### src/rbsi_pkg.sv
// ----------------------------------------------------------------------------
// rbsi_pkg: shared types and constants of the rigid body step integrator
// Event codes, controller states, command struct and fixed-point helpers.
// ----------------------------------------------------------------------------
package rbsi_pkg;

   localparam int FracBitsDefault = 16;
   localparam int DtBits          = 16;
   localparam int WordBits        = 32;
   localparam int CfgIndexBits    = 3;

   typedef enum logic [2:0] {
      KIND_FORCE   = 3'd0,
      KIND_IMPULSE = 3'd1,
      KIND_TORQUE  = 3'd2,
      KIND_TWIST   = 3'd3,
      KIND_TICK    = 3'd4
   } kind_type;

   typedef enum logic [2:0] {
      REG_INV_MASS  = 3'd0,
      REG_INV_IX    = 3'd1,
      REG_INV_IY    = 3'd2,
      REG_INV_IZ    = 3'd3,
      REG_GRAV_X    = 3'd4,
      REG_GRAV_Y    = 3'd5,
      REG_GRAV_Z    = 3'd6,
      REG_GRAV_ON   = 3'd7
   } reg_index_type;

   // One datapath operation per cycle; the sequencer walks these in order.
   typedef enum logic [3:0] {
      OP_CROSS_A,   // first half of the cross product terms
      OP_CROSS_B,   // second half, difference, accumulate
      OP_DIRECT,    // plain vector accumulate
      OP_ACC,       // a = g + F*m, vt = v*dt, imp = J*m
      OP_AT,        // at = a*dt, v += a*dt, alpha = T*I, kick = K*I
      OP_HALF,      // half = at*dt/2, aat = alpha*dt
      OP_SPIN,      // v += imp, w += aat + kick, move = vt + half
      OP_TURN       // turn = w*dt, clear sums
   } op_type;

   typedef enum logic [2:0] {
      ST_IDLE,
      ST_CROSS,
      ST_TICK,
      ST_OUT
   } state_type;

   typedef struct packed {
      logic   load;     // capture request fields
      logic   run;      // perform op
      op_type op;
   } cmd_type;

   function automatic logic signed [WordBits-1:0] sat32(input logic signed [66:0] x);
      logic signed [66:0] hi;
      logic signed [66:0] lo;
      hi = 67'sd2147483647;
      lo = -67'sd2147483648;
      if (x > hi) return 32'sh7fffffff;
      else if (x < lo) return 32'sh80000000;
      else return x[WordBits-1:0];
   endfunction

endpackage

### src/rbsi_ctrl.sv
// ----------------------------------------------------------------------------
// rbsi_ctrl: sequencer of the rigid body step integrator
// Accepts one request at a time and steps the datapath through its ops.
// ----------------------------------------------------------------------------
module rbsi_ctrl import rbsi_pkg::*; (
   input  logic       clock,
   input  logic       reset,
   input  logic       req_valid,
   output logic       req_stall,
   input  logic [2:0] req_kind,
   output logic       rsp_valid,
   input  logic       rsp_stall,
   output cmd_type    cmd
);

   state_type state_ff, state_in;
   op_type    op_ff, op_in;
   logic      take;

   assign take = req_valid && !req_stall;

   always_comb begin
      state_in = state_ff;
      op_in    = op_ff;
      unique case (state_ff)
         ST_IDLE: begin
            if (take) begin
               unique case (req_kind)
                  KIND_FORCE, KIND_IMPULSE: begin
                     state_in = ST_CROSS;
                     op_in    = OP_CROSS_A;
                  end
                  KIND_TORQUE, KIND_TWIST: begin
                     state_in = ST_CROSS;
                     op_in    = OP_DIRECT;
                  end
                  KIND_TICK: begin
                     state_in = ST_TICK;
                     op_in    = OP_ACC;
                  end
                  default: state_in = ST_IDLE;
               endcase
            end
         end
         ST_CROSS: begin
            if (op_ff == OP_CROSS_A) op_in = OP_CROSS_B;
            else state_in = ST_IDLE;
         end
         ST_TICK: begin
            if (op_ff == OP_TURN) state_in = ST_OUT;
            else op_in = op_type'(op_ff + 4'd1);
         end
         ST_OUT: begin
            if (!rsp_stall) state_in = ST_IDLE;
         end
         default: state_in = ST_IDLE;
      endcase
   end

   always_comb begin
      req_stall = (state_ff != ST_IDLE);
      rsp_valid = (state_ff == ST_OUT);
      cmd.load  = take;
      cmd.run   = (state_ff == ST_CROSS) || (state_ff == ST_TICK);
      cmd.op    = op_ff;
   end

   always_ff @(posedge clock) begin
      if (reset) begin
         state_ff <= ST_IDLE;
         op_ff    <= OP_ACC;
      end else begin
         state_ff <= state_in;
         op_ff    <= op_in;
      end
   end

endmodule

### config.mk
export PLATFORM = sky130hd
export DESIGN_NAME = rbsi_ctrl
export DESIGN_NICKNAME = d
export VERILOG_FILES = /design/src/rbsi_pkg.sv /design/src/rbsi_ctrl.sv
export SDC_FILE = /design/constraint.sdc
export NUM_CORES = 1
export LEC_CHECK = 0
export BUFFER_PORTS_ARGS = -buffer_cell sky130_fd_sc_hd__buf_2
export CAP_MARGIN = 10
export CORE_AREA = 2 2 39 41
export DETAILED_ROUTE_END_ITERATION = 8
export DIE_AREA = 0 0 41 43
export PLACE_DENSITY = 0.64
export SLEW_MARGIN = 30
export SYNTH_ARGS = -nofsm -noshare
export SYNTH_HDL_FRONTEND = slang
export SYNTH_SLANG_ARGS = --single-unit
### constraint.sdc
create_clock -name clock -period 1.8 [get_ports clock]
set_input_delay 0.36 -clock clock [delete_from_list [all_inputs] [get_ports clock]]
set_output_delay 0.36 -clock clock [all_outputs]
set_load 0.05 [all_outputs]
=== After elaboration in Yosys (flattened, before gate mapping) ===
Cells that the tools add are included.

* Reduce and logical (&&, ||, !) cells: 13
* Equal/unequal tests: 15
* $add $sub $neg: 1
* Muxes and demuxes: 11

{| class="wikitable"
|+ Operator list
! kind !! number
|-
| 4-bit one-hot mux with 3 select lines || 2
|-
| 3-bit by 2-bit == test with 1-bit output (second input constant) || 4
|-
| 3-bit two-way mux || 4
|-
| 4-bit two-way mux || 3
|-
| 2-bit inequality test (second input constant) || 6
|-
| 3-bit one-hot mux with 4 select lines || 1
|-
| 3-bit by 1-bit == test with 1-bit output (second input constant) || 2
|-
| 3-bit zero test || 2
|-
| 3-bit nonzero test || 2
|-
| 5-bit AND reduction || 1
|-
| 4-bit by 1-bit adder with 4-bit output (second input constant) || 1
|-
| 4-bit by 3-bit == test with 1-bit output (second input constant) || 1
|-
| 4-bit zero test || 1
|-
| 4-bit by 1-bit inequality test with 1-bit output (second input constant) || 1
|-
| 2-bit one-hot mux with 2 select lines || 1
|-
| 4-bit AND reduction || 1
|-
| 2-bit OR reduction || 2
|-
| 4-bit OR reduction || 1
|-
| 3-bit == test (second input constant) || 1
|-
| 1-bit logical AND || 1
|-
| 1-bit zero test || 1
|-
| 1-bit logical OR || 1
|}

* Output and inout port bits: 8
* Input bits: 7
* Bits in registers: 7
* Word-level logic and storage cells: 42

=== Logic depth before layout (Yosys ltp) ===
Gate-level depths: netlist (run 1).

* Depth after elaboration: 5
* Gate-level depth with buffers: 7
* Gate-level depth less buffers: 6

=== Least setup slack after synthesis (run 1) ===
OpenSTA, ideal clock, no wires.

* Path kind: flip-flop to flip-flop
* From: register op_ff[0]
* To: register op_ff[3]
* Data required time: 1730 ps
* Buffers on the path: 0
* Library setup time: 70 ps
* Period minus slack after synthesis: 2230 ps
* Slack: -430 ps
* Cell stages (with the launch flop): 7
* Data arrival time: 2160 ps
* Cells stage by stage: dfxtp_1 > inv_1 > ha_1 > or3b_1 > a221o_1 > or4_1 > a21oi_1

* Word-level cells in the longest chain between the ends: 3
* Elaborated cells between the ends (all ways): 8
* Those cells by class: add/sub (1); eq/ne (3); mux (2); reduce/logical (2)

{| class="wikitable"
|+ Ends and longest elaborated chain
! item !! line !! RTL
|-
| from (decl) || rbsi_ctrl.sv:17 || <nowiki>op_type op_ff, op_in;</nowiki>
|-
| from (signal assigned) || rbsi_ctrl.sv:74 || <nowiki>op_ff <= op_in;</nowiki>
|-
| 4-bit by 1-bit adder with 4-bit output (tied with other cells) || rbsi_ctrl.sv:51 || <nowiki>else op_in = op_type'(op_ff + 4'd1);</nowiki>
|-
| 4-bit two-way mux or 2-bit inequality test (tied branches) || - ||
|-
| 4-bit one-hot mux with 3 select lines or 5-bit AND reduction (tied branches) || - ||
|}

Parallel ways exist; a longest one is shown, timed or not. The select of a mux whose other input is x is not followed.
A chain may end at the register's enable or synchronous reset.

=== Worst setup path after layout (run 1) ===
* From: register op_ff[1]
* To: register op_ff[2]

Same word-level chain as after synthesis.

==> impl_metrics.ini, run 1 <==
[global_routing]
grt_max_degree = 8
grt_usage_pct = 18.7
antenna_found_initial = 0
grt_pass1_wl_um = 2290
grt_pass1_vias = 555
globalRouteOverflowTotal = 0

[clocking]
clk_latency_ns = 0.25
clk_root_buffer_cell = clkbuf_4
clock_sinks = 6
tritoncts = done
cts.clk_slew.worst_paths_ns = 0.06
cts_max_level = 1
clockBufferDepth = 2
numCtsBuffers = 3

[die]
core_area_sq_mm = 0.00138
die_y_um = 43
io_pins = 15
start_util_pct = 36.3
die_w_um = 41
rows = 14
dieArea_sq_mm = 0.00176

[sta]
layout_setup_ws_ns = -0.0717
fin_crit_ns = 1.87
period_share_pct = 104
finalSetupViolations = 2
drv_slew = 0
clock-skew-final_ns = 0.00669
fin_setup_tns_ns = -0.117
rsz0062_at_grt = true
slew-limit-headroom_pct = 75.8
report.final.hold_viol_count = 0
max_freq_ghz = 0.534
tightest_slew_ns = 0.362

[setup_path]
slowest_delay_ns = 0.43
worstPathArrival_ns = 2.05
path_max_fanout = 3
startpoint_type = flip-flop
crit_type = flip-flop to flip-flop
path_cells = inv_4 > ha_4 > or3b_4 > a221o_1 > or4_4 > a21oi_2
cp_top_family = simple AND/OR/NAND/NOR gates
crit_buf_inv = 1
endpoint_kind = flip-flop
critical_path_required_ns = 1.98
cp_slowest_cell = or4_4

[placement]
io_buffers = 14
globalplace.congestion = 0.797
dp_hpwl_um = 1060
dpl-instance-area_sq_um = 708
post-place-ws_ns = -0.102

[power]
p_leak_uw = 0.000368
power_density_mw_per_mm2 = 1890
ir_worst_vdd_mv = 1.54

[layout]
nets = 107
drive_gt1_share_pct = 52.2
design_area_sq_um = 781
syn_to_final_growth_pct = 55.2
antenna-diode-count = 0
fillers = 125

[flow_run]
maxCapViolations = 0

[yosys]
syn_inst = 61
synth_nets = 75
seq_area_frac_synth_pct = 23.9
synthDistinctLibCells = 26
synth-seq-cells = 6
ys.flop_type = dfxtp_1
avgSynthCellArea_sq_um = 8.25
yosysWarnings = 0
async_reset_ff_share_pct = 0
synth-edff-count = 0
netlist_area_sq_um = 503

[route]
vias = 563
ant_nets = 0
drc_errors = 0
first_iter_violations = 15
wl_um = 1300
drt-wirelength-per-cell_um = 12.0
viasPerCell = 5.21
first_pass_iters = 4

[min_path]
hp-class = input pin to flip-flop

[status]
failed_checks = negative setup slack
status = complete, but fails checks
==> flip-flops by register name, summed over array words and instances, names as in the netlist <==
register and flops:
op_ff 4, state_ff 2
==> timing repair <==
item | in CTS | in global routing
pin swaps | 3 | 5
gates resized for setup | 0 | 8
buffers inserted | 2 | 0
hold buffers | 0 | 0
endpoints found under the setup margin | 4 | 6
==> layout make-up <==
type | count | area, sq um | share of cell area (%)
clock buffer | 4 | 26.3 | 3.37
inverter | 6 | 27.5 | 3.53
multi-input combinational | 47 | 395 | 50.6
sequential | 6 | 129 | 16.5
tap | 16 | 20.0 | 2.56
timing repair buffer | 29 | 183 | 23.4
==> routing by layer <==
| layer | part of all wire [%] | global-route usage, % |
|---|---|---|
| met2 | 52 | 29.7 |
| met4 | 0 | 8.00 |
| met1 | 44 | 24.4 |
| met5 | 0 | 0 |
| met3 | 4.5 | 1.57 |
==> through the flow <==
step / instances / power [uW] / hold WS [ns] / utilization (%)
final: 108 / 1480 / 0.354 / 56.4
after global routing: 108 / 1600 / 0.361 / 56.4
after CTS: 108 / 1440 / 0.355 / 54.2
after detailed placement: 102 / 1260 / 0.500 / 51.2
after global placement: 102 / 1250 / 0.495 / 51.2
after floorplan: 61 / 944 / 0.422 / -
==> kinds of logic after synthesis <==
logic type / Yosys count / share of synthesized area [%]
buf+inv: 8 / 6.72
compound gates: 23 / 30.6
simple gates: 17 / 21.4
flops: 6 / 23.9
fa+ha+maj: 7 / 17.4
==> cells in the final DEF, fill, tap and decap left out, types with 2 or more instances in the layout <==
cell type,count
a21oi_1,10
inv_1,4
inv_4,2
a311o_1,2
clkbuf_4,3
ha_1,4
nor2_1,3
a221oi_2,2
nand2b_1,2
a211oi_1,2
ha_2,2
buf_4,15
dfxtp_4,2
buf_2,14
nor3b_1,2
dfxtp_1,3
==> synth_stat cells, types with 2 or more instances <==
cell      number  area (sq um)
dfxtp_1        6           120
a21oi_1       11          55.1
a311o_1        2          20.0
or4_1          2          15.0
nand2b_1       2          12.5
inv_1          6          22.5
o31ai_1        2          15.0
a211oi_1       2          15.0
nor2_1         3          11.3
a221oi_1       2          17.5
ha_1           7          87.6
nor3b_1        2          15.0
==> report_power, final <==
| group | internal (uW) | switching (uW) |
|---|---|---|
| clock | 84.7 | 59.0 |
| combinational | 456 | 658 |
| sequential | 188 | 32.3 |
==> final timing paths <==
kind	startpoint	end	slack [ns]	cells past startpoint
worst max-delay path	op_ff[1]	op_ff[2]	-0.07	6
worst min-delay path	reset	op_ff[2]	0.35	2
worst max register to register	op_ff[1]	op_ff[2]	-0.07	6
worst min register to register	op_ff[3]	op_ff[3]	0.51	2
(Power assumes the default switching activity.)
==> run 2: changes to the inputs <==
--- a/config.mk
+++ b/config.mk
@@ -10,7 +10,7 @@
 export CORE_AREA = 2 2 39 41
 export DETAILED_ROUTE_END_ITERATION = 8
 export DIE_AREA = 0 0 41 43
-export PLACE_DENSITY = 0.64
+export PLACE_DENSITY = 0.69
 export SLEW_MARGIN = 30
 export SYNTH_ARGS = -nofsm -noshare
 export SYNTH_HDL_FRONTEND = slang
==> run 2 against run 1 <==
Effect of this change: final cell count grew 0.93%; setup slack barely moved; the run still ends with negative setup slack left; non-clock buffer count is 1 higher; flip-flop and latch count unchanged; register-to-register slack barely moved; critical path depth grew 1.
==> impl_metrics.ini, run 2 (synthesis results as in run 1) <==
[sta]
max_freq_ghz = 0.534
holdWs_ns = 0.362
report.final.hold_viol_count = 0
layout_setup_ws_ns = -0.0712
period_share_pct = 104
clock-skew-final_ns = 0.00926
tightest_slew_ns = 0.351
drv_slew = 0
finalSetupViolations = 2
fin_crit_ns = 1.87
rsz0062_at_grt = true
slew-limit-headroom_pct = 76.5

[status]
status = complete, but fails checks
failed_checks = negative setup slack

[die]
io_pins = 15
die_w_um = 41
dieArea_sq_mm = 0.00176
core_area_sq_mm = 0.00138
start_util_pct = 36.3
die_y_um = 43
rows = 14

[power]
switching_share_pct = 49.8
power.switching_uw = 758
p_leak_uw = 0.000374
p_comb_share_pct = 76.4
clock_power_share_pct = 9.3
power_frac_seq_pct = 14.3
p_int_uw = 763
power_density_mw_per_mm2 = 1920
ir_worst_vdd_mv = 1.11

[global_routing]
antenna_found_initial = 0
grt_usage_pct = 17.4
grt_pass1_wl_um = 2060
globalRouteOverflowTotal = 0
grt_max_degree = 8
grt_pass1_vias = 512

[layout]
antenna-diode-count = 0
largest_register_ffs = 4
drive_gt1_share_pct = 52.7
top_register = op_ff
final_core_util_pct = 57.2
most-common-layout-cells = buf_4 (16), buf_2 (14), a21oi_1 (8), ha_1 (5), inv_1 (4)
layout_commonest_cell = buf_4
syn_to_final_growth_pct = 57.5
largest_registers = op_ff (4), state_ff (2)
nets = 108
design_area_sq_um = 792

[route]
wl_um = 1320
viasPerCell = 5.25
first_iter_violations = 6
first_pass_iters = 4
ant_nets = 0
drc_errors = 0
vias = 572
drt-wirelength-per-cell_um = 12.1

[min_path]
min-delay-start = reset
hp-class = input pin to flip-flop

[setup_path]
cp_slowest_cell = or3b_4
endpoint_kind = flip-flop
crit_buf_inv = 2
startpoint = op_ff[1]
cp_top_family = compound AO/OA/AOI/OAI gates
worstPathArrival_ns = 2.00
path_max_fanout = 3
r2r_slack_ns = -0.07
crit_type = flip-flop to flip-flop
r2r_start = op_ff[1]
critical_path_required_ns = 1.93
startpoint_type = flip-flop
slowest_delay_ns = 0.37
path_cells = inv_4 > ha_4 > or3b_4 > a221o_1 > buf_4 > o31ai_1 > a21oi_1

[placement]
dp_hpwl_um = 1000
io_buffers = 14
dpl-instance-area_sq_um = 708
globalplace.congestion = 0.750
post-place-ws_ns = -0.120

[clocking]
clk_root_buffer_cell = clkbuf_4
tritoncts = done
clockBufferDepth = 2
numCtsBuffers = 3
cts_max_level = 1
cts.clk_slew.worst_paths_ns = 0.06
clock_sinks = 6
clk_latency_ns = 0.25

[flow_run]
maxCapViolations = 0
[run 2: cell count changes in the layout (fill, tap and decap cells not counted), sizes merged]
cell  before  now
buf       29   30
[run 2: layout make-up]
type | instances | area (sq um)
Fill cell | 137 | 592
Sequential cell | 6 | 129
Multi-Input combinational cell | 47 | 399
Timing Repair Buffer | 30 | 190
Clock buffer | 4 | 26.3
Tap cell | 16 | 20.0
Inverter | 6 | 27.5
[run 2: what timing repair did]
item / CTS / global route
setup buffers: 3 / 0
pin swaps: 4 / 5
hold buffers: 0 / 0
setup endpoints to repair: 4 / 5
resized for setup: 2 / 6
[run 2: per-layer routing]
| metal | vias to the layer above | routed length, um | GRT usage, % |
|---|---|---|---|
| li1 | 294 | - | - |
| met1 | 263 | 562 | 20.4 |
| met2 | 13 | 682 | 27.8 |
| met3 | 2 | 56 | 4.71 |
| met4 | 0 | 22 | 8.00 |
| met5 | - | 0 | 0 |
[run 2: through the flow]
stage | TNS (ns) | power, uW | std cells
2_1_floorplan | -0.432 | 944 | 61
3_3_place_gp | -0.129 | 1250 | 102
3_5_place_dp | -0.214 | 1260 | 102
4_1_cts | -0.232 | 1470 | 109
5_1_grt | -0.229 | 1650 | 109
6_report | -0.138 | 1520 | 109
[run 2: worst paths after layout]
kind	end	cells past startpoint
worst max-delay path	op_ff[3]	7
worst min-delay path	op_ff[2]	2
worst max register to register	op_ff[3]	7
worst min register to register	op_ff[3]	2
[run 2: power groups by stage]
stage	logic (uW)	clock network (uW)	registers, uW
floorplan	622	0	322
finish	1160	141	218
global route	1270	161	223
detailed placement	1040	0	220
CTS	1110	144	218
global placement	1040	0	219
==> run 3: changes to the inputs <==
--- a/config.mk
+++ b/config.mk
@@ -10,7 +10,7 @@
 export CORE_AREA = 2 2 39 41
 export DETAILED_ROUTE_END_ITERATION = 8
 export DIE_AREA = 0 0 41 43
-export PLACE_DENSITY = 0.69
+export PLACE_DENSITY = 0.67
 export SLEW_MARGIN = 30
 export SYNTH_ARGS = -nofsm -noshare
 export SYNTH_HDL_FRONTEND = slang
==> constraint.sdc (replaced) <==
create_clock -name clock -period 1.9 [get_ports clock]
set_input_delay 0.38 -clock clock [delete_from_list [all_inputs] [get_ports clock]]
set_output_delay 0.38 -clock clock [all_outputs]
set_load 0.05 [all_outputs]
==> run 3 against run 2 <==
Effect of this change: the flow now finishes without violations; setup slack improved by 0.090 ns; non-clock buffer count fell by 8; clock skew fell by 0.0025 ns; critical path type unchanged; largest cell class unchanged.
==> impl_metrics.ini, run 3 (synthesis results as in run 1) <==
[route]
ant_nets = 0
first_pass_iters = 4
vias = 560
drt-wirelength-per-cell_um = 13.0
drc_errors = 0
first_iter_violations = 7
viasPerCell = 5.54
wl_um = 1310

[sta]
fin_setup_tns_ns = 0
slew-limit-headroom_pct = 76.1
period_share_pct = 99.0
fin_crit_ns = 1.88
report.final.hold_viol_count = 0
max_freq_ghz = 0.532
finalSetupViolations = 0
rsz0062_at_grt = true
drv_slew = 0
clock-skew-final_ns = 0.00677
tightest_slew_ns = 0.359
holdWs_ns = 0.377

[clocking]
cts.clk_slew.worst_paths_ns = 0.05
clk_root_buffer_cell = clkbuf_4
tritoncts = done
cts_max_level = 1
clockBufferDepth = 2
clock_sinks = 6
numCtsBuffers = 3
clk_latency_ns = 0.26

[placement]
io_buffers = 14
dp_hpwl_um = 1010
globalplace.congestion = 0.749

[status]
status = complete, no violations

[die]
die_y_um = 43
dieArea_sq_mm = 0.00176
start_util_pct = 36.3
io_pins = 15
die_w_um = 41
core_area_sq_mm = 0.00138
rows = 14

[layout]
largest_registers = op_ff (4), state_ff (2)
most-common-layout-cells = buf_2 (14), a21oi_1 (11), buf_4 (8)
drive_gt1_share_pct = 43.5
antenna-diode-count = 0
top_register = op_ff
syn_to_final_growth_pct = 42.0
layout_commonest_cell = buf_2
largest_register_ffs = 4
nets = 100
fillers = 148

[setup_path]
worstPathArrival_ns = 2.07
endpoint_kind = flip-flop
path_max_fanout = 3
critical_path_required_ns = 2.09
startpoint_type = flip-flop
crit_type = flip-flop to flip-flop

[global_routing]
grt_usage_pct = 17.4
antenna_found_initial = 0
globalRouteOverflowTotal = 0
grt_max_degree = 9
grt_pass1_wl_um = 1980
grt_pass1_vias = 504

[power]
ir_worst_vdd_mv = 1.13
power_density_mw_per_mm2 = 1850
p_leak_uw = 0.000333

[flow_run]
maxCapViolations = 0

[min_path]
hp-class = input pin to flip-flop
==> run 3: cell types whose count changed in the layout (fill, tap and decap cells not counted), sizes merged <==
cell,previous run,this run
buf,30,22
==> run 3: final timing paths <==
kind | startpoint | slack, ns | cells after the start | endpoint
hold reg to reg | op_ff[3] | 0.55 | 2 | op_ff[3]
setup / recovery | op_ff[1] | 0.02 | 6 | op_ff[3]
hold / removal | reset | 0.38 | 2 | op_ff[3]
setup reg to reg | op_ff[1] | 0.02 | 6 | op_ff[3]
==> run 3: per-stage QoR <==
stage	std cells	instance area, sq um	utilization [%]	power, uW	setup WS, ns
floorplan	61	526	-	883	-0.0407
global placement	96	657	47.5	1100	0.0289
detailed placement	96	657	47.5	1120	-0.0141
CTS	101	696	50.3	1290	0.0143
global route	101	714	51.6	1400	-0.0357
finish	101	714	51.6	1320	0.0190
==> run 3: critical path, cell delays in order, from the launching register on <==
cell     delay [ns]
dfxtp_4        0.35
inv_4          0.06
ha_4           0.12
or3b_4         0.38
a221o_1        0.35
or4_1          0.42
a21oi_1        0.15
==> run 3: area by class of cell <==
cell class	count	area, sq um	area share (%)
inverters	6	27.5	3.85
repair buffers	22	130	18.2
multi-input cells	47	383	53.6
clock buffers	4	26.3	3.68
flip-flops and latches	6	128	17.9
well taps	16	20.0	2.80
==> run 3: metal layers <==
metal  global-route usage, %  routed length [um]  vias to the layer above
met5                       0                   0                        -
met4                    14.0                  51                        0
met3                    3.14                  75                        5
met2                    27.8                 613                       28
met1                    18.5                 568                      249
li1                        -                   -                      278
==> run 3: repair_timing <==
action / 4_1_cts / 5_1_grt
endpoints found under the setup margin: 1 / 5
hold buffers: 0 / 0
buffers inserted: 1 / 0
gates resized for setup: 2 / 5
pin swaps: 3 / 2
==> run 3: power by group <==
group | switching [uW] | total [uW] | internal (uW)
Sequential | 30.4 | 209 | 178
Clock | 56.9 | 137 | 80.2
Combinational | 611 | 976 | 365
